**config.mk**
```make
export PLATFORM = sky130hd
export DESIGN_NAME = awt_cell
export DESIGN_NICKNAME = d
export VERILOG_FILES = /design/src/hw/rtl/awt_pkg.sv /design/src/hw/rtl/awt_cell.sv
export SDC_FILE = /design/constraint.sdc
export NUM_CORES = 1
export LEC_CHECK = 0
export BUFFER_PORTS_ARGS = -buffer_cell sky130_fd_sc_hd__buf_2
export CORE_MARGIN = 2
export CORE_UTILIZATION = 45
export DETAILED_ROUTE_END_ITERATION = 16
export GPL_ROUTABILITY_DRIVEN = 1
export PLACE_DENSITY = 0.7
export SLEW_MARGIN = 15
export SYNTH_ARGS = -nofsm -noshare
export SYNTH_HDL_FRONTEND = slang
export SYNTH_SLANG_ARGS = --single-unit
```
**constraint.sdc**
```tcl
create_clock -name clk_i -period 9.1 [get_ports clk_i]
set_input_delay 0.91 -clock clk_i [delete_from_list [all_inputs] [get_ports clk_i]]
set_output_delay 0.91 -clock clk_i [all_outputs]
set_load 0.005 [all_outputs]
```
**src/hw/rtl/awt_pkg.sv**
```systemverilog
// Shared types and constants for the address window translator.
// No dependencies.
package awt_pkg;

  // Default number of windows
  localparam int NumWindowsDef = 8;
  // Width of the reported window index
  localparam int HitW = 6;

  localparam logic StatOk   = 1'b0;
  localparam logic StatFail = 1'b1;

  typedef enum logic {
    FuncLoad  = 1'b0,
    FuncXlate = 1'b1
  } func_e;

  // Item as it travels down the window chain
  typedef struct packed {
    func_e            func;
    logic [7:0]       idx;
    logic             enable;
    logic [31:0]      start_addr;
    logic [31:0]      end_addr;
    logic [63:0]      base;
    logic [31:0]      addr;
    logic             done;     // result already settled
    logic             status;
    logic [HitW-1:0]  hit;
    logic [63:0]      xaddr;
  } tok_t;

endpackage

```
**src/hw/rtl/awt_cell.sv**
```systemverilog
// One window cell: holds one translation window and one pipeline stage.
// Depends on awt_pkg.
module awt_cell #(
  parameter int CELL_IDX = 0
) (
  input  logic         clk_i,
  input  logic         rst_ni,
  input  awt_pkg::tok_t tok_i,
  input  logic         valid_i,
  output logic         ready_o,
  output awt_pkg::tok_t tok_o,
  output logic         valid_o,
  input  logic         ready_i
);

  logic          win_en_q;
  logic [31:0]   win_start_q;
  logic [31:0]   win_end_q;
  logic [63:0]   win_base_q;
  logic          vld_q, vld_d;
  awt_pkg::tok_t tok_q, tok_d;
  logic          take;
  logic          wr;
  logic          match;

  assign ready_o = !vld_q || ready_i;
  assign take    = valid_i && ready_o;
  assign wr      = take && (tok_i.func == awt_pkg::FuncLoad) &&
                   (tok_i.idx == 8'(CELL_IDX));
  assign match   = (tok_i.addr >= win_start_q) && (tok_i.addr <= win_end_q);

  // Resolve a pending translate against this window
  always_comb begin
    tok_d = tok_i;
    if (tok_i.func == awt_pkg::FuncXlate && !tok_i.done && match) begin
      tok_d.done = 1'b1;
      if (win_en_q) begin
        tok_d.status = awt_pkg::StatOk;
        tok_d.hit    = awt_pkg::HitW'(CELL_IDX);
        tok_d.xaddr  = win_base_q + {32'b0, tok_i.addr - win_start_q};
      end
    end
  end

  // Window storage
  always_ff @(posedge clk_i or negedge rst_ni) begin
    if (!rst_ni) begin
      win_en_q    <= 1'b0;
      win_start_q <= '0;
      win_end_q   <= '0;
      win_base_q  <= '0;
    end else if (wr) begin
      win_en_q    <= tok_i.enable;
      win_start_q <= tok_i.start_addr;
      win_end_q   <= tok_i.end_addr;
      win_base_q  <= tok_i.base;
    end
  end

  // Stage occupancy
  always_comb begin
    vld_d = vld_q;
    if (take) begin
      vld_d = 1'b1;
    end else if (ready_i) begin
      vld_d = 1'b0;
    end
  end

  always_ff @(posedge clk_i or negedge rst_ni) begin
    if (!rst_ni) begin
      vld_q <= 1'b0;
    end else begin
      vld_q <= vld_d;
    end
  end

  // Stage payload
  always_ff @(posedge clk_i) begin
    if (take) begin
      tok_q <= tok_d;
    end
  end

  assign tok_o   = tok_q;
  assign valid_o = vld_q;

endmodule

```
==> summary by stage <==
Logic synthesis
The total nets after synthesis is 1,810. After synthesis, the cell types taking the most area are sky130_fd_sc_hd__edfxtp_1, sky130_fd_sc_hd__dfrtp_1, sky130_fd_sc_hd__ha_1. The share of synthesized area occupied by flip-flops and latches is 0.597. After technology mapping, the gate count stands at 1,464. The flop and latch count out of synthesis is 372. Of all flip-flops after synthesis, the portion carrying an async set or reset was 0.349. The synthesized netlist contains 64 unique library cells. For this run, the leading register cell type out of synthesis is sky130_fd_sc_hd__edfxtp_1. During synthesis, Yosys emitted a total of 0 warnings. The cell with the most instances after synthesis is sky130_fd_sc_hd__edfxtp_1.

The area share of the largest cell type after synthesis is 0.413. After synthesis, the most frequently instantiated cells are sky130_fd_sc_hd__edfxtp_1, sky130_fd_sc_hd__nand2_1, sky130_fd_sc_hd__o21ai_0, sky130_fd_sc_hd__dfrtp_1, sky130_fd_sc_hd__ha_1. The area of the mapped netlist is 17,600 sq um. The mean instance size in the synthesized netlist is roughly 12 sq um. The library cell occupying the most area in the post-synthesis netlist is sky130_fd_sc_hd__edfxtp_1. The number of enable-type register cells in the synthesized netlist is approximately 240.

Floorplanning
The overall die area is 40,700 sq um. The initial core utilization is 0.456. The region available for standard cell placement spans 38,600 sq um.

The floorplan step set the die height to 202 microns. Row generation in the floorplan step produced 72 rows. The width of the die is 202 microns. Pin placement for this block handled 490 I/O pins.

Clocking
The cell sitting at the root of the clock tree is a sky130_fd_sc_hd__clkbuf_16. For the worst-skew pair, the clock arrives at the later sink with an insertion delay of 0.56 ns. The TritonCTS buffer count is 39. The number of setup buffers added after CTS is 0. The clock transition at the registers of the reported paths is 0.06 ns. The tree built by TritonCTS fans out to 372 sinks. After clock tree synthesis, the repair step resized 0 gates. In this run, post-CTS hold repair placed 0 buffers. TritonCTS built the clock tree. The number of H-tree levels is 2.

The number of buffers on the longest clock path is 3.

Layout
The post-route cell area is around 22,000 sq um. The layout cell share with drive strength beyond 1 is 0.321. The layout overhead on the synthesized area is 24.5%. For this run, the post-layout net count is 2,302. The layout filler cell count is 3,192.

Critical path
In this design, the critical path's most frequently occurring cell is sky130_fd_sc_hd__ha_1. In this run the critical register-to-register path is launched from win_start_q[0]. The worst register-to-register path ends at tok_o[61]. The worst setup path is launched from an input pin. At the worst endpoint, the required time is 9.49 ns. Traced cell by cell, the critical path runs through buf_2 -> inv_1 -> ha_1 -> fa_1 -> nor2b_1 -> o2111ai_1 -> and3_1 -> o41ai_2 -> a221oi_2 -> o21ba_2 -> o21ai_0 -> a21oi_1 -> xnor2_1 -> ha_1 -> nand2_1 -> or4_4 -> or2_0 -> o22ai_2 -> a21oi_2 -> a2111oi_4 -> o2111ai_2 -> or4_1 -> a31oi_1. The number of buffers and inverters on the critical path is 2. Along the worst path, the maximum fanout reaches 14. STA classifies the critical path endpoint as a flop. Setup slack on the worst reg-to-reg path comes out at 2.71 ns.

The cell family with the largest share of critical-path delay is compound AO/OA/AOI/OAI gates. The number of cells traversed by the worst register-to-register path is 21. The master of the slowest instance on the critical path is sky130_fd_sc_hd__a2111oi_4. STA puts the critical path data arrival time at about 6.9 ns.

By startpoint and endpoint, the worst setup path is classified as in -> reg. For this run, the slowest stage of the critical path takes between 0.8 and 0.9 ns.

Detailed routing
Summed over all nets, wire length on met3 after detailed routing comes to 3360 microns. The post-detailed-routing wire length is 50,100 microns. After detailed routing, no signal wire sits above met5. The met1 wire length is 21,000 microns. The per-cell routed wire length is 20.0 microns.

The DRC violation count after routing is 0. The routed design uses 24,300 microns of met2 wire. The first detailed-routing pass took 7 iterations. In this run, the number of DRC markers left after iteration 0 of detailed routing was 848. The post-route antenna net violation count is 0. Detailed routing inserted a total of 13.3k vias. The vias per cell is 5.31.

Placed design
Routability-driven placement finished with a final weighted congestion of about 0.87. The worst slack at placement is 2.10 ns. In this run the cell area measured after placement is 20,600 sq um.

The number of port buffers is 489. The post-DP HPWL is 38,300 microns.

Global routing
The number of antenna violations at the first check in global routing was 9. The via count of the first global-routing pass is 13.3k. The total routing resource utilization after global routing is 0.242. Entering global routing, the biggest net connects 198 pins. The first global-routing pass estimated 75,600 microns of wire. The remaining global-route overflow is 0.

Timing
The final count of hold timing violations came to 0. The post-route clock period utilization is 0.715. The worst pin sits at a relative slew slack of 0.304. In the final timing run, aggregate negative setup slack is 0 ns.

Setup repair after global routing left no endpoint under its margin. The count of endpoints failing setup in the final report is 0. The highest achievable clock rate is about 0.15 GHz.

The final count of pins violating max slew is 0. The clock arrives with 0.0216 ns of skew. The smallest clock period supported by the final layout is computed as between 6 and 7 ns.

The slew at the pin closest to its max-slew limit is 1.04 ns. The final worst slack is roughly 2.6 ns.

Pwr
Across the VDD grid, the largest voltage drop is roughly 0.00013 V. The power density over the cells is 181 nW/um^2. Total power for the finished layout comes to 3960 uW. The cell leakage power is 0.0101 uW.

Hold path
The path class of the tightest hold or removal check is in -> async.

Outcome
The run finished with clean final reports.

Flow run
The count of max-cap constraint violations is 0.
[area by class of cell]
| type | instances | area (sq um) | share of cell area |
|---|---|---|---|
| flip-flops and latches | 372 | 10500 | 0.479 |
| multi-input cells | 955 | 6590 | 0.300 |
| diodes | 2 | 5.00 | 0.000228 |
| clock buffers | 51 | 1080 | 0.0494 |
| inverters | 91 | 342 | 0.0156 |
| repair buffers | 497 | 2540 | 0.116 |
| clock inverters | 20 | 210 | 0.00958 |
| well taps | 518 | 648 | 0.0295 |
[worst max path at each step]
stage | endpoint | slack, ns | from | cells after the start
2_1_floorplan | win_base_q[0] | 0.72 | ready_i | 6
3_3_place_gp | tok_o[53] | 2.17 | tok_i[72] | 23
3_5_place_dp | tok_o[53] | 2.10 | tok_i[72] | 23
4_1_cts | tok_o[53] | 2.65 | tok_i[72] | 23
5_1_grt | tok_o[61] | 2.34 | tok_i[72] | 23
6_report | tok_o[61] | 2.59 | tok_i[72] | 23
[metal layers]
| layer | GRT usage | vias to the layer above |
|---|---|---|
| met5 | 0 | - |
| li1 | - | 6335 |
| met3 | 0.0524 | 75 |
| met2 | 0.414 | 526 |
| met1 | 0.308 | 6368 |
| met4 | 0.0759 | 8 |
[through the flow]
step           hold slack, ns  std cells  utilization
6_report                0.391       2506        0.568
4_1_cts                 0.391       2504        0.568
3_3_place_gp            0.499       2433        0.534
2_1_floorplan           0.485       1464            -
5_1_grt                 0.437       2505        0.568
3_5_place_dp            0.501       2433        0.534
[flip-flops by register name, indices dropped and copies added, names as in the netlist]
name	count
valid_o	1
win_start_q	32
win_base_q	64
win_end_q	32
win_en_q	1
tok_o	242
[cell families after synthesis]
kind of cell,share of synthesized area
flops,0.597
mux,0.0409
simple gates,0.0914
buf+inv,0.0298
fa+ha+maj,0.0719
xor+xnor,0.0393
compound gates,0.130
[report_power, final]
part           leakage (uW)  total, uW  switching (uW)  internal (uW)
logic               0.00573        419             256            163
registers           0.00377       1920            23.7           1900
clock network      0.000629       1620             665            957
[layout by cell type (no fill, tap or decap), types with 18 or more instances in the layout]
cell	count
sky130_fd_sc_hd__edfxtp_1	242
sky130_fd_sc_hd__inv_1	90
sky130_fd_sc_hd__nor2b_1	18
sky130_fd_sc_hd__nand3_1	23
sky130_fd_sc_hd__o21ai_0	165
sky130_fd_sc_hd__a21o_1	46
sky130_fd_sc_hd__nand4_1	19
sky130_fd_sc_hd__clkbuf_16	41
sky130_fd_sc_hd__nor2_1	34
sky130_fd_sc_hd__ha_1	98
sky130_fd_sc_hd__a21oi_1	70
sky130_fd_sc_hd__dfrtp_1	130
sky130_fd_sc_hd__nand2_1	168
sky130_fd_sc_hd__xor2_1	43
sky130_fd_sc_hd__buf_2	488
sky130_fd_sc_hd__mux2_2	64
sky130_fd_sc_hd__xnor2_1	36
No activity file was read; power rests on OpenSTA's default activity.
